**config.mk**
```make
export PLATFORM = sky130hd
export DESIGN_NAME = versatile_interface_adapter_unit
export DESIGN_NICKNAME = d
export VERILOG_FILES = /design/src/rtl/via_pkg.sv /design/src/rtl/via_core.sv /design/src/rtl/versatile_interface_adapter_unit.sv
export SDC_FILE = /design/constraint.sdc
export NUM_CORES = 1
export LEC_CHECK = 0
export ABC_AREA = 1
export BUFFER_PORTS_ARGS = -buffer_cell sky130_fd_sc_hd__buf_2
export CELL_PAD_IN_SITES_DETAIL_PLACEMENT = 1
export CELL_PAD_IN_SITES_GLOBAL_PLACEMENT = 1
export CORE_MARGIN = 4
export CORE_UTILIZATION = 50
export CTS_BUF_LIST = sky130_fd_sc_hd__clkbuf_2
export DETAILED_ROUTE_END_ITERATION = 10
export GPL_TIMING_DRIVEN = 1
export PLACE_DENSITY = 0.95
export SLEW_MARGIN = 20
export SYNTH_ARGS = -nofsm -noshare
export SYNTH_HDL_FRONTEND = slang
export SYNTH_SLANG_ARGS = --single-unit
export TNS_END_PERCENT = 5
```
**constraint.sdc**
```tcl
create_clock -name i_clk -period 2.61 [get_ports i_clk]
set_input_delay 0.3915 -clock i_clk [delete_from_list [all_inputs] [get_ports i_clk]]
set_output_delay 0.3915 -clock i_clk [all_outputs]
set_load 0.01 [all_outputs]
```
**src/rtl/via_pkg.sv**
```systemverilog
// via_pkg: shared types and constants of the interface adapter
// request kinds, register map, pin numbers, flag bits, item and result structs
// no dependencies
`default_nettype none

package via_pkg;

    typedef enum logic [1:0] {
        REQ_READ  = 2'd0,
        REQ_WRITE = 2'd1,
        REQ_PIN   = 2'd2,
        REQ_TICK  = 2'd3
    } t_req_type;

    typedef enum logic [3:0] {
        ADDR_ORB     = 4'h0,
        ADDR_ORA     = 4'h1,
        ADDR_DDRB    = 4'h2,
        ADDR_DDRA    = 4'h3,
        ADDR_T1C_L   = 4'h4,
        ADDR_T1C_H   = 4'h5,
        ADDR_T1L_L   = 4'h6,
        ADDR_T1L_H   = 4'h7,
        ADDR_T2C_L   = 4'h8,
        ADDR_T2C_H   = 4'h9,
        ADDR_SR      = 4'hA,
        ADDR_ACR     = 4'hB,
        ADDR_PCR     = 4'hC,
        ADDR_IFR     = 4'hD,
        ADDR_IER     = 4'hE,
        ADDR_ORA_NH  = 4'hF
    } t_reg_addr;

    localparam logic [4:0] PIN_CA1 = 5'd8;
    localparam logic [4:0] PIN_PB0 = 5'd10;
    localparam logic [4:0] PIN_PB6 = 5'd16;
    localparam logic [4:0] PIN_CB1 = 5'd18;
    localparam logic [4:0] PIN_END = 5'd20;

    localparam int unsigned FLAG_SR  = 2;
    localparam int unsigned FLAG_T2  = 5;
    localparam int unsigned IER_SET  = 7;
    localparam int unsigned CL_CB1   = 2;
    localparam int unsigned CL_CB2   = 3;
    localparam int unsigned PB_T2CNT = 6;

    localparam logic [3:0] SHIFT_FULL = 4'd8;
    localparam logic [3:0] SHIFT_MAX  = 4'd15;

    typedef struct packed {
        t_req_type   req_type;
        logic [3:0]  addr;
        logic [7:0]  wdata;
        logic [4:0]  pin;
    } t_item;

    typedef struct packed {
        logic [7:0]  rdata;
        logic        irq;
    } t_result;

endpackage

`default_nettype wire

```
**src/rtl/via_core.sv**
```systemverilog
// via_core: register file of the interface adapter and the single-pass update logic
// executes one request per enabled cycle and returns its result combinationally
// depends on via_pkg
`default_nettype none

module via_core (
    input  wire logic             i_clk,
    input  wire logic             i_rst_n,
    input  wire logic             i_step,
    input  wire via_pkg::t_item   i_item,
    output via_pkg::t_result      o_result
);

    logic [7:0]  r_port_a_out, n_port_a_out;
    logic [7:0]  r_port_b_out, n_port_b_out;
    logic [7:0]  r_port_a_dir, n_port_a_dir;
    logic [7:0]  r_port_b_dir, n_port_b_dir;
    logic [7:0]  r_port_a_in, n_port_a_in;
    logic [7:0]  r_port_b_in, n_port_b_in;
    logic [15:0] r_timer1_counter, n_timer1_counter;
    logic [15:0] r_t1_reload, n_t1_reload;
    logic [15:0] r_timer2_counter, n_timer2_counter;
    logic [7:0]  r_t2_reload_low, n_t2_reload_low;
    logic        r_t2_armed, n_t2_armed;
    logic [7:0]  r_shift_value, n_shift_value;
    logic [3:0]  r_shift_count, n_shift_count;
    logic [7:0]  r_aux_control, n_aux_control;
    logic [7:0]  r_periph_control, n_periph_control;
    logic [7:0]  r_irq_flags, n_irq_flags;
    logic [6:0]  r_irq_enables, n_irq_enables;
    logic [3:0]  r_control_lines, n_control_lines;

    logic [7:0]  rdata;
    logic        irq;
    logic        level;
    logic [2:0]  pb_idx;
    logic [1:0]  cl_idx;
    logic [15:0] t2_dec;

    assign level  = i_item.wdata[0];
    assign pb_idx = 3'(i_item.pin - via_pkg::PIN_PB0);
    assign cl_idx = {i_item.pin >= via_pkg::PIN_CB1, i_item.pin[0]};
    assign t2_dec = r_timer2_counter - 16'd1;

    always_comb begin
        logic done;
        done             = 1'b0;
        rdata            = 8'd0;
        irq              = 1'b0;
        n_port_a_out     = r_port_a_out;
        n_port_b_out     = r_port_b_out;
        n_port_a_dir     = r_port_a_dir;
        n_port_b_dir     = r_port_b_dir;
        n_port_a_in      = r_port_a_in;
        n_port_b_in      = r_port_b_in;
        n_timer1_counter = r_timer1_counter;
        n_t1_reload      = r_t1_reload;
        n_timer2_counter = r_timer2_counter;
        n_t2_reload_low  = r_t2_reload_low;
        n_t2_armed       = r_t2_armed;
        n_shift_value    = r_shift_value;
        n_shift_count    = r_shift_count;
        n_aux_control    = r_aux_control;
        n_periph_control = r_periph_control;
        n_irq_flags      = r_irq_flags;
        n_irq_enables    = r_irq_enables;
        n_control_lines  = r_control_lines;

        case (i_item.req_type)
            via_pkg::REQ_READ: begin
                case (via_pkg::t_reg_addr'(i_item.addr))
                    via_pkg::ADDR_ORB:
                        rdata = (r_port_b_out & r_port_b_dir) | (r_port_b_in & ~r_port_b_dir);
                    via_pkg::ADDR_DDRB:  rdata = r_port_b_dir;
                    via_pkg::ADDR_DDRA:  rdata = r_port_a_dir;
                    via_pkg::ADDR_T1C_L: rdata = r_timer1_counter[7:0];
                    via_pkg::ADDR_T1C_H: rdata = r_timer1_counter[15:8];
                    via_pkg::ADDR_T1L_L: rdata = r_t1_reload[7:0];
                    via_pkg::ADDR_T1L_H: rdata = r_t1_reload[15:8];
                    via_pkg::ADDR_T2C_L: rdata = r_timer2_counter[7:0];
                    via_pkg::ADDR_T2C_H: rdata = r_timer2_counter[15:8];
                    via_pkg::ADDR_SR: begin
                        rdata                         = r_shift_value;
                        n_shift_count                 = 4'd0;
                        n_irq_flags[via_pkg::FLAG_SR] = 1'b0;
                    end
                    via_pkg::ADDR_ACR:   rdata = r_aux_control;
                    via_pkg::ADDR_PCR:   rdata = r_periph_control;
                    via_pkg::ADDR_IFR:   rdata = r_irq_flags;
                    via_pkg::ADDR_IER:   rdata = {1'b0, r_irq_enables};
                    default:
                        rdata = (r_port_a_out & r_port_a_dir) | (r_port_a_in & ~r_port_a_dir);
                endcase
            end
            via_pkg::REQ_WRITE: begin
                case (via_pkg::t_reg_addr'(i_item.addr))
                    via_pkg::ADDR_ORB:  n_port_b_out = i_item.wdata;
                    via_pkg::ADDR_DDRB: n_port_b_dir = i_item.wdata;
                    via_pkg::ADDR_DDRA: n_port_a_dir = i_item.wdata;
                    via_pkg::ADDR_T1C_L, via_pkg::ADDR_T1L_L:
                        n_t1_reload[7:0] = i_item.wdata;
                    via_pkg::ADDR_T1C_H: n_timer1_counter[15:8] = i_item.wdata;
                    via_pkg::ADDR_T1L_H: n_t1_reload[15:8]      = i_item.wdata;
                    via_pkg::ADDR_T2C_L: n_t2_reload_low        = i_item.wdata;
                    via_pkg::ADDR_T2C_H: begin
                        n_timer2_counter              = {i_item.wdata, r_t2_reload_low};
                        n_irq_flags[via_pkg::FLAG_T2] = 1'b0;
                    end
                    via_pkg::ADDR_SR: begin
                        n_shift_count                 = 4'd0;
                        n_shift_value                 = i_item.wdata;
                        n_irq_flags[via_pkg::FLAG_SR] = 1'b0;
                    end
                    via_pkg::ADDR_ACR: n_aux_control    = i_item.wdata;
                    via_pkg::ADDR_PCR: n_periph_control = i_item.wdata;
                    via_pkg::ADDR_IFR: n_irq_flags      = r_irq_flags & ~i_item.wdata;
                    via_pkg::ADDR_IER: begin
                        if (i_item.wdata[via_pkg::IER_SET]) begin
                            n_irq_enables = r_irq_enables | i_item.wdata[6:0];
                        end else begin
                            n_irq_enables = r_irq_enables & ~i_item.wdata[6:0];
                        end
                    end
                    default: n_port_a_out = i_item.wdata;
                endcase
            end
            via_pkg::REQ_PIN: begin
                // pb6 falling edge counts timer 2
                if (i_item.pin == via_pkg::PIN_PB6
                        && r_port_b_in[via_pkg::PB_T2CNT] && !level) begin
                    n_timer2_counter = t2_dec;
                    if (t2_dec == 16'd0) begin
                        n_t2_armed = 1'b1;
                    end
                end
                // cb1 falling edge shifts cb2 in
                if (i_item.pin == via_pkg::PIN_CB1
                        && r_control_lines[via_pkg::CL_CB1] && !level) begin
                    n_shift_value = {r_shift_value[6:0], r_control_lines[via_pkg::CL_CB2]};
                    if (r_shift_count != via_pkg::SHIFT_MAX) begin
                        n_shift_count = r_shift_count + 4'd1;
                    end
                end
                if (i_item.pin < via_pkg::PIN_CA1) begin
                    if (!r_port_a_dir[i_item.pin[2:0]]) begin
                        n_port_a_in[i_item.pin[2:0]] = level;
                    end
                end else if (i_item.pin < via_pkg::PIN_PB0) begin
                    n_control_lines[cl_idx] = level;
                end else if (i_item.pin < via_pkg::PIN_CB1) begin
                    if (!r_port_b_dir[pb_idx]) begin
                        n_port_b_in[pb_idx] = level;
                    end
                end else if (i_item.pin < via_pkg::PIN_END) begin
                    n_control_lines[cl_idx] = level;
                end
            end
            default: begin
                if (r_shift_count == via_pkg::SHIFT_FULL && !r_irq_flags[via_pkg::FLAG_SR]) begin
                    n_irq_flags[via_pkg::FLAG_SR] = 1'b1;
                    if (r_irq_enables[via_pkg::FLAG_SR]) begin
                        irq  = 1'b1;
                        done = 1'b1;
                    end
                end
                if (!done && r_t2_armed && !r_irq_flags[via_pkg::FLAG_T2]) begin
                    n_t2_armed                    = 1'b0;
                    n_irq_flags[via_pkg::FLAG_T2] = 1'b1;
                    if (r_irq_enables[via_pkg::FLAG_T2]) begin
                        irq  = 1'b1;
                        done = 1'b1;
                    end
                end
                if (!done) begin
                    n_shift_count = {1'b0, r_shift_count[2:0]};
                end
            end
        endcase
    end

    always_ff @(posedge i_clk) begin
        if (!i_rst_n) begin
            r_port_a_out     <= '0;
            r_port_b_out     <= '0;
            r_port_a_dir     <= '0;
            r_port_b_dir     <= '0;
            r_port_a_in      <= '0;
            r_port_b_in      <= '0;
            r_timer1_counter <= '0;
            r_t1_reload      <= '0;
            r_timer2_counter <= '0;
            r_t2_reload_low  <= '0;
            r_t2_armed       <= 1'b0;
            r_shift_value    <= '0;
            r_shift_count    <= '0;
            r_aux_control    <= '0;
            r_periph_control <= '0;
            r_irq_flags      <= '0;
            r_irq_enables    <= '0;
            r_control_lines  <= '0;
        end else if (i_step) begin
            r_port_a_out     <= n_port_a_out;
            r_port_b_out     <= n_port_b_out;
            r_port_a_dir     <= n_port_a_dir;
            r_port_b_dir     <= n_port_b_dir;
            r_port_a_in      <= n_port_a_in;
            r_port_b_in      <= n_port_b_in;
            r_timer1_counter <= n_timer1_counter;
            r_t1_reload      <= n_t1_reload;
            r_timer2_counter <= n_timer2_counter;
            r_t2_reload_low  <= n_t2_reload_low;
            r_t2_armed       <= n_t2_armed;
            r_shift_value    <= n_shift_value;
            r_shift_count    <= n_shift_count;
            r_aux_control    <= n_aux_control;
            r_periph_control <= n_periph_control;
            r_irq_flags      <= n_irq_flags;
            r_irq_enables    <= n_irq_enables;
            r_control_lines  <= n_control_lines;
        end
    end

    assign o_result.rdata = rdata;
    assign o_result.irq   = irq;

`ifndef SYNTHESIS
    a_tick_quiet_trims_count: assert property (@(posedge i_clk) disable iff (!i_rst_n)
        (i_step && i_item.req_type == via_pkg::REQ_TICK && !irq) |=> !r_shift_count[3])
        else $error("shift count above 7 after a quiet tick");

    a_irq_only_on_tick: assert property (@(posedge i_clk) disable iff (!i_rst_n)
        irq |-> (i_item.req_type == via_pkg::REQ_TICK))
        else $error("irq raised by a non-tick request");

    a_sr_read_clears: assert property (@(posedge i_clk) disable iff (!i_rst_n)
        (i_step && i_item.req_type == via_pkg::REQ_READ
            && i_item.addr == via_pkg::ADDR_SR)
        |=> (r_shift_count == 4'd0 && !r_irq_flags[via_pkg::FLAG_SR]))
        else $error("shift register read did not clear count and flag");
`endif

endmodule

`default_nettype wire

```
**src/rtl/versatile_interface_adapter_unit.sv**
```systemverilog
// versatile_interface_adapter_unit: top level of the interface adapter
// input register, via_core update logic and output register on stream ports
// depends on via_pkg and via_core
`default_nettype none

// Each request (bus read, bus write, pin event or tick) yields exactly one
// response, and the block accepts one request per clock while s_axis_tready
// is high. A request is held in the input register until it can advance, is
// executed against the register file by single-pass logic, and its response
// is written to the output register, which drives m_axis_tvalid.
// Throughput is one request per cycle while m_axis_tready is high; the input
// register and the output register each hold one request, so two requests
// can wait on a stalled output before s_axis_tready drops.

module versatile_interface_adapter_unit (
    input  wire logic        i_clk,
    input  wire logic        i_rst_n,
    input  wire logic        s_axis_tvalid,
    output logic             s_axis_tready,
    input  wire logic [23:0] s_axis_tdata,   // addr[3:0], wdata[11:4], pin[16:12], zero fill
    input  wire logic [1:0]  s_axis_tuser,   // req_type[1:0]
    output logic             m_axis_tvalid,
    input  wire logic        m_axis_tready,
    output logic [15:0]      m_axis_tdata    // rdata[7:0], irq[8], zero fill
);

    logic             r_in_valid;
    via_pkg::t_item   r_item;
    logic             r_out_valid;
    via_pkg::t_result r_out;
    via_pkg::t_result core_result;
    logic             advance;
    logic             step;
    logic             accept;

    assign advance       = !r_out_valid || m_axis_tready;
    assign step          = r_in_valid && advance;
    assign s_axis_tready = !r_in_valid || advance;
    assign accept        = s_axis_tvalid && s_axis_tready;

    always_ff @(posedge i_clk) begin
        if (!i_rst_n) begin
            r_in_valid  <= 1'b0;
            r_out_valid <= 1'b0;
        end else begin
            if (accept) begin
                r_in_valid <= 1'b1;
            end else if (step) begin
                r_in_valid <= 1'b0;
            end
            if (step) begin
                r_out_valid <= 1'b1;
            end else if (m_axis_tready) begin
                r_out_valid <= 1'b0;
            end
        end
    end

    always_ff @(posedge i_clk) begin
        if (accept) begin
            r_item.req_type <= via_pkg::t_req_type'(s_axis_tuser);
            r_item.addr     <= s_axis_tdata[3:0];
            r_item.wdata    <= s_axis_tdata[11:4];
            r_item.pin      <= s_axis_tdata[16:12];
        end
        if (step) begin
            r_out <= core_result;
        end
    end

    via_core u_core (
        .i_clk    (i_clk),
        .i_rst_n  (i_rst_n),
        .i_step   (step),
        .i_item   (r_item),
        .o_result (core_result)
    );

    assign m_axis_tvalid = r_out_valid;
    assign m_axis_tdata  = {7'd0, r_out.irq, r_out.rdata};

`ifndef SYNTHESIS
    a_irq_has_no_data: assert property (@(posedge i_clk) disable iff (!i_rst_n)
        (m_axis_tvalid && m_axis_tdata[8]) |-> (m_axis_tdata[7:0] == 8'd0))
        else $error("response carries irq and read data together");

    a_step_fills_output: assert property (@(posedge i_clk) disable iff (!i_rst_n)
        step |=> r_out_valid)
        else $error("executed request produced no response");

    a_held_request_kept: assert property (@(posedge i_clk) disable iff (!i_rst_n)
        (r_in_valid && !advance) |=> (r_in_valid && $stable(r_item)))
        else $error("pending request lost while output stalled");
`endif

endmodule

`default_nettype wire

```
==> results.tsv, run 1 <==
metric	value	unit
Int Pwr	3.386	mW
Layout fillers	2075	
Netlist cell types	39	
Non-Filler Instances	1403	
worst relative slew slack	29.28	%
Root Buffer	clkbuf_2	
kind of critical path	reg2reg	
Yosys reg bits	172	
Layout Nets	1216	
first-pass GRT wire length	46110	um
Pleak	3.682	nW
maximum vdd ir drop	0.2653	mV
Vias	8306	
initial antenna violation count	1	
initial DRC count	799	
clk sinks	172	
Worst Tran Pin Value	1.060	ns
Initial Utilization	51.53	%
critical path launch point type	register	
Clock Pin Slew Worst Setup and Hold Paths	0.39	ns
drt wl/cell	21.03	um
critical path arrival	3.33	ns
fin crit share	99.28	%
Critical Path Start	r_item[17]$_DFFE_PP_	
flop2flop setup slack	0.02	ns
worst slack, placed	0.3087	ns
fin util	56.31	%
die extent in y	136.7	um
Gate Count Post-Synth	1133	
maxcap violations	0	
Worst R2R End	u_core.r_t1_reload[15]$_SDFFE_PN0P_	
total track usage	32.52	%
Avg Cell Area, Syn	7.304	um^2
Residual DRC	0	
Clk pwr share	31.0	%
worst hold path type	in2reg	
post-route cell area	9042	um^2
worst-case reg-to-reg path depth	7	
cell count after placement	1348	
die area	18670	um^2
CTS H-tree depth	4	
Seq/Total Area, Yosys	45.00	%
Setup Skew	0.1218	ns
NetSw	1.568	mW
Routed WL	29510	um
unrepaired setup endpoints after global routing	yes	
crit-path max FO	16	
yosys warns	0	
post-DP HPWL	19690	um
layout cells sized above 1	9.444	%
crit path to	u_core.r_t1_reload[15]$_SDFFE_PN0P_	
Core ar.	16060	um^2
placed cell areas	8561	um^2
via/cell ratio	5.920	
I/O Pins	48	
CTS buffer count	17	
largest net degree at the start of global routing	91	
Power Total	4.955	mW
Die Wd	136.7	um
GRT Residual Overflow	0	
crit end category	register	
Max Slew Vio Count	0	
Reg2Reg Launch Point	r_item[17]$_DFFE_PP_	
Req. time, crit path	3.35	ns
Clk Latency, worst-skew pair	0.90	ns
power density over the cells	547.9	nW/um^2
Final min period	2.591	ns
Routability Congestion	0.9125	
DRT Pass-1 Iters	5	
sum of negative setup slack	0	ns
Reg power frac	56.8	%
area delta synth->final	9.268	%
vias in the first global route	8464	
Final ANT Viol Nets	0	
status	complete, no violations	
Rows	46	
Final WS setup	0.01885	ns
hold_ws	0.009137	ns
final hold viol count	0	
maximum operating frequency	385.9	MHz
TritonCTS clock tree	done	
Syn Std Cell Area	8275	um^2
Comb power frac	12.2	%
CTS Buffer Depth	2	
switch share	31.66	%
Setup Viol. Count Final	0	
number of buffers added on ports	33	
[routing by layer]
layer  GRT usage [%]  routed length [um]  up-vias  part of all wire, %
met2           55.04               14380      359                   49
met4           17.97                1599        0                  5.4
met5               0                   0        -                    0
li1                -                   -     3845                    -
met1           39.21               11720     3999                   40
met3           5.551                1803      103                  6.1
[layout make-up]
class	instances	area, um^2	area share, %
diodes	1	2.502	0.02767
clock buffers	17	85.08	0.9409
clock inverters	15	163.9	1.813
well taps	216	270.3	2.989
multi-input cells	800	3882	42.94
repair buffers	69	490.5	5.424
flip-flops and latches	172	3724	41.18
inverters	113	424.2	4.691
[worst min path at each step]
stage,startpoint,end,slack [ns],cells past startpoint
after floorplan,u_core.r_control_lines[3]$_SDFFE_PN0P_,u_core.r_control_lines[3]$_SDFFE_PN0P_,0.42,2
after global placement,u_core.r_port_a_out[3]$_SDFFE_PN0P_,u_core.r_port_a_out[3]$_SDFFE_PN0P_,0.43,2
after detailed placement,u_core.r_port_a_out[0]$_SDFFE_PN0P_,u_core.r_port_a_out[0]$_SDFFE_PN0P_,0.44,2
after global routing,i_rst_n,u_core.r_irq_flags[2]$_SDFFE_PN0P_,0.004,4
final,i_rst_n,u_core.r_irq_flags[2]$_SDFFE_PN0P_,0.009,4
after CTS,i_rst_n,u_core.r_timer2_counter[7]$_SDFFE_PN0P_,0.02,4
[layout by cell type, fill, tap and decap left out, types with 2 or more instances in the layout]
cell / n
o21ai_2: 2
o21ai_0: 150
inv_1: 103
a311oi_1: 7
o21ai_1: 5
clkinvlp_4: 3
nand2_1: 226
edfxtp_1: 28
o22ai_1: 3
o211ai_1: 3
inv_6: 3
nor3b_1: 2
clkbuf_2: 17
nor2_4: 4
nor3_1: 4
bufinv_16: 2
buf_4: 14
ha_2: 2
dlygate4sd3_1: 22
dfxtp_1: 144
nor2_2: 13
nand4_1: 4
inv_2: 4
xor2_1: 2
nand3_1: 52
clkinv_1: 7
a221oi_1: 3
buf_2: 33
ha_1: 11
conb_1: 7
a211oi_1: 6
a21oi_1: 155
a31oi_1: 6
nor2_1: 115
clkinv_4: 4
nand2_2: 5
o2111ai_1: 5
nand3b_1: 2
[state kept, by name, indices dropped and copies added (netlist names), named ones only]
| name | flops |
|---|---|
| u_core.r_t2_armed | 1 |
| u_core.r_port_a_dir | 8 |
| u_core.r_port_b_dir | 8 |
| u_core.r_aux_control | 8 |
| u_core.r_port_b_out | 8 |
| u_core.r_periph_control | 8 |
| u_core.r_irq_flags | 8 |
| u_core.r_t2_reload_low | 8 |
| m_axis_tdata | 9 |
| u_core.r_timer1_counter | 8 |
| u_core.r_shift_count | 4 |
| u_core.r_control_lines | 2 |
| r_item | 19 |
| m_axis_tvalid | 1 |
| u_core.r_t1_reload | 16 |
| u_core.r_shift_value | 8 |
| u_core.r_port_a_out | 8 |
| u_core.r_port_a_in | 8 |
| u_core.r_port_b_in | 8 |
| r_in_valid | 1 |
| u_core.r_timer2_counter | 16 |
[power by group through the flow]
stage	combinational, mW	sequential (mW)	clock, mW
5_1_grt	0.657	2.82	1.66
6_report	0.603	2.82	1.54
3_5_place_dp	0.552	2.86	0
2_1_floorplan	0.382	2.84	0
3_3_place_gp	0.528	2.86	0
4_1_cts	0.582	2.81	1.50
[cell usage after synthesis (all sizes together)]
cell type  count  area, um^2
nor4           1       21.27
o2111ai        5       43.79
o211ai         3       22.52
nand2        231       879.6
a31oi          6       37.54
a32oi          1       8.760
o21ai        157       793.3
xor2           2       17.52
inv          107       401.6
nand3         53       270.3
nor3           4       20.02
nor2         132       553.0
o22ai          3       18.77
nand3b         2       15.01
a21oi        157       800.8
nor3b          2       15.01
clkbuf        27       101.4
clkinv         6       22.52
a211oi         6       45.04
ha            13       162.7
buf           27       176.4
a311oi         7       61.31
o221ai         1       8.760
edfxtp        28       840.8
a221oi         3       26.28
conb           1       3.750
nand4          4       25.02
dfxtp        144        2883
[timing repair]
item	in CTS	in global routing
buffers inserted	0	0
endpoints found under the hold margin	21	0
setup endpoints to repair	0	54
gates resized for setup	0	3
hold buffers	22	0
[logic make-up (layout without fill, tap and decap cells)]
logic type / count (synthesis) / after routing / share of synthesized area, %
compound gates: 349 / 349 / 22.56
xor+xnor: 2 / 2 / 0.2117
fa+ha+maj: 13 / 13 / 1.966
buf+inv: 167 / 214 / 8.482
flops: 172 / 172 / 45.00
other cells: 1 / 8 / 0.04531
simple gates: 429 / 429 / 21.74
[critical path: stages (launching register included)]
cell and delay, ns:
edfxtp_1 0.64, ha_2 0.31, inv_2 0.10, nor2_2 0.23, inv_2 0.23, nor2_2 0.54, o21ai_0 0.19, a21oi_1 0.19
Power figures use the tool's default switching activity.
==> run 2, diff against run 1 <==
--- a/config.mk
+++ b/config.mk
@@ -10,5 +10,5 @@
 export CELL_PAD_IN_SITES_DETAIL_PLACEMENT = 1
 export CELL_PAD_IN_SITES_GLOBAL_PLACEMENT = 1
-export CORE_MARGIN = 4
+export CORE_MARGIN = 5
 export CORE_UTILIZATION = 50
 export CTS_BUF_LIST = sky130_fd_sc_hd__clkbuf_2
==> constraint.sdc (replaced) <==
create_clock -name i_clk -period 2.61 [get_ports i_clk]
set_input_delay 0.1305 -clock i_clk [delete_from_list [all_inputs] [get_ports i_clk]]
set_output_delay 0.1305 -clock i_clk [all_outputs]
set_load 0.01 [all_outputs]
==> results.tsv, run 2 (synthesized netlist as in run 1, its figures left out) <==
metric	value	unit	change
Reg power frac	55.3	%	-1.5 points
Int Pwr	3.407	mW	+0.61%
TritonCTS clock tree	done		
kind of critical path	reg2reg		
layout cells sized above 1	9.393	%	-0.050 points
switch share	33.21	%	+1.5 points
CTS Buffer Depth	2		unchanged
total track usage	34.58	%	+2.1 points
Largest regs	r_item (19), u_core.r_t1_reload (16), u_core.r_timer2_counter (16)		
final hold viol count	1		+1
Cell Chain, Critical Path	inv_1, ha_1, o21ai_0, nand2_1, nor2_1, nand2_1, a21oi_2, nand3_1, nand2_1, nand2_1, nor2_1		
I/O Pins	48		unchanged
post-DP HPWL	20710	um	+5.2%
area delta synth->final	11.17	%	
worst slack, placed	0.3527	ns	+0.04396 ns
maximum vdd ir drop	0.4042	mV	+52%
most common cell after layout, fill and taps aside	nand2_1		
Final ANT Viol Nets	0		unchanged
Layout fillers	2063		-0.58%
Layout Nets	1233		+1.4%
Clock Pin Slew Worst Setup and Hold Paths	0.34	ns	-0.05 ns
Setup Viol. Count Final	10		+10
Crit path max-delay family	simple AND/OR/NAND/NOR gates		
Routability Congestion	0.9601		+5.2%
CP peak stage delay	0.54	ns	-0.10 ns
Initial Utilization	50.44	%	-1.1 points
Die Wd	138.7	um	+1.5%
Largest Register	r_item		
Final min period	2.820	ns	+0.2293 ns
failing checks	negative hold slack, negative setup slack		
Core ar.	16410	um^2	+2.2%
Setup Skew	0.07848	ns	-0.04337 ns
most frequent cells in the layout	nand2_1 (226), a21oi_1 (155), o21ai_0 (150)		
post-route cell area	9200	um^2	+1.7%
largest net degree at the start of global routing	53		-42%
fin crit share	108.1	%	+8.8 points
Root Buffer	clkbuf_2		
maximum operating frequency	354.5	MHz	-8.1%
Vias	9217		+11%
maxcap violations	0		unchanged
Max Slew Vio Count	0		unchanged
crit end category	register		
Routed WL	36480	um	+24%
Worst Tran Pin Value	0.9824	ns	-0.07728 ns
worst relative slew slack	34.44	%	+5.2 points
die area	19220	um^2	+2.9%
cell mode on critical path	nand2_1		
Power Total	5.100	mW	+2.9%
Residual DRC	0		unchanged
drt wl/cell	25.63	um	+22%
vias in the first global route	9375		+11%
NetSw	1.694	mW	+8.0%
sum of negative setup slack	-1.136	ns	-1.136 ns
Clk pwr share	31.7	%	+0.7 points
initial antenna violation count	1		unchanged
Final WS setup	-0.2105	ns	-0.2293 ns
CTS H-tree depth	4		unchanged
status	complete, but fails checks		
Clk Latency, worst-skew pair	0.90	ns	about the same
Rows	47		+2.2%
initial DRC count	1139		+43%
Antenna diodes	0		-1
Pleak	3.762	nW	+2.2%
first-pass GRT wire length	52450	um	+14%
DRT Pass-1 Iters	6		+1
die extent in y	138.7	um	+1.5%
Req. time, crit path	3.44	ns	+0.09 ns
Worst path slowest cell	edfxtp_1		
critical path arrival	3.65	ns	+0.32 ns
worst path bufs/invs	1		-1
hold_ws	-0.03427	ns	-0.04341 ns
GRT Residual Overflow	0		unchanged
via/cell ratio	6.477		+9.4%
CTS buffer count	17		unchanged
Comb power frac	12.9	%	+0.7 points
placed cell areas	8551	um^2	-0.12%
clk sinks	172		unchanged
worst hold path type	in2reg		
power density over the cells	554.4	nW/um^2	+1.2%
max reg flops	19		unchanged
critical path launch point type	register		
crit-path max FO	8		-8
number of buffers added on ports	33		unchanged
==> run 2: changes by cell type in the layout (fill, tap and decap cells not counted), sizes merged <==
cell / before / now
buf: 47 / 49
dlygate4sd3: 22 / 37
clkinvlp: 3 / 2
clkinv: 12 / 13
diode: 1 / 0
==> run 2: power groups by stage <==
stage / Combinational (mW) / Clock [mW] / Sequential (mW)
2_1_floorplan: 0.382 / 0 / 2.84
3_3_place_gp: 0.524 / 0 / 2.86
3_5_place_dp: 0.553 / 0 / 2.86
4_1_cts: 0.594 / 1.52 / 2.81
5_1_grt: 0.713 / 1.72 / 2.83
6_report: 0.660 / 1.62 / 2.82
==> run 2: repair_timing <==
item,in CTS,in global routing
gates resized for setup,0,0
hold buffers,28,9
hold endpoints to repair,53,9
setup endpoints to repair,0,8
setup buffers,0,4
==> run 2: cell type report <==
type / instances / area, um^2 / area share, %
clock buffer: 17 / 85.08 / 0.9248
clock inverter: 15 / 163.9 / 1.782
inverter: 113 / 424.2 / 4.610
multi-input combinational: 800 / 3872 / 42.09
sequential: 172 / 3724 / 40.47
tap: 220 / 275.3 / 2.992
timing repair buffer: 86 / 655.6 / 7.126
==> run 2: layer usage <==
layer,part of all wire (%),vias up,GRT usage (%)
met1,35,4369,38.67
met5,0.019,-,0
li1,-,3878,-
met2,46,695,58.35
met3,9.4,273,8.241
met4,9.7,2,23.69
==> run 2: final timing paths <==
path	start	end	slack (ns)	depth (start not counted)
worst max-delay path	r_item[1]$_DFFE_PP_	u_core.r_port_b_in[6]$_SDFFE_PN0P_	-0.21	11
worst min-delay path	s_axis_tdata[14]	r_item[2]$_DFFE_PP_	-0.03	2
worst max register to register	r_item[1]$_DFFE_PP_	u_core.r_port_b_in[6]$_SDFFE_PN0P_	-0.21	11
worst min register to register	u_core.r_irq_flags[3]$_SDFFE_PN0P_	u_core.r_irq_flags[3]$_SDFFE_PN0P_	0.48	2
==> run 2: through the flow <==
stage | cells | util [%]
2_1_floorplan | 1139 | -
3_3_place_gp | 1350 | 52.12
3_5_place_dp | 1350 | 52.12
4_1_cts | 1410 | 55.34
5_1_grt | 1423 | 56.07
6_report | 1423 | 56.07
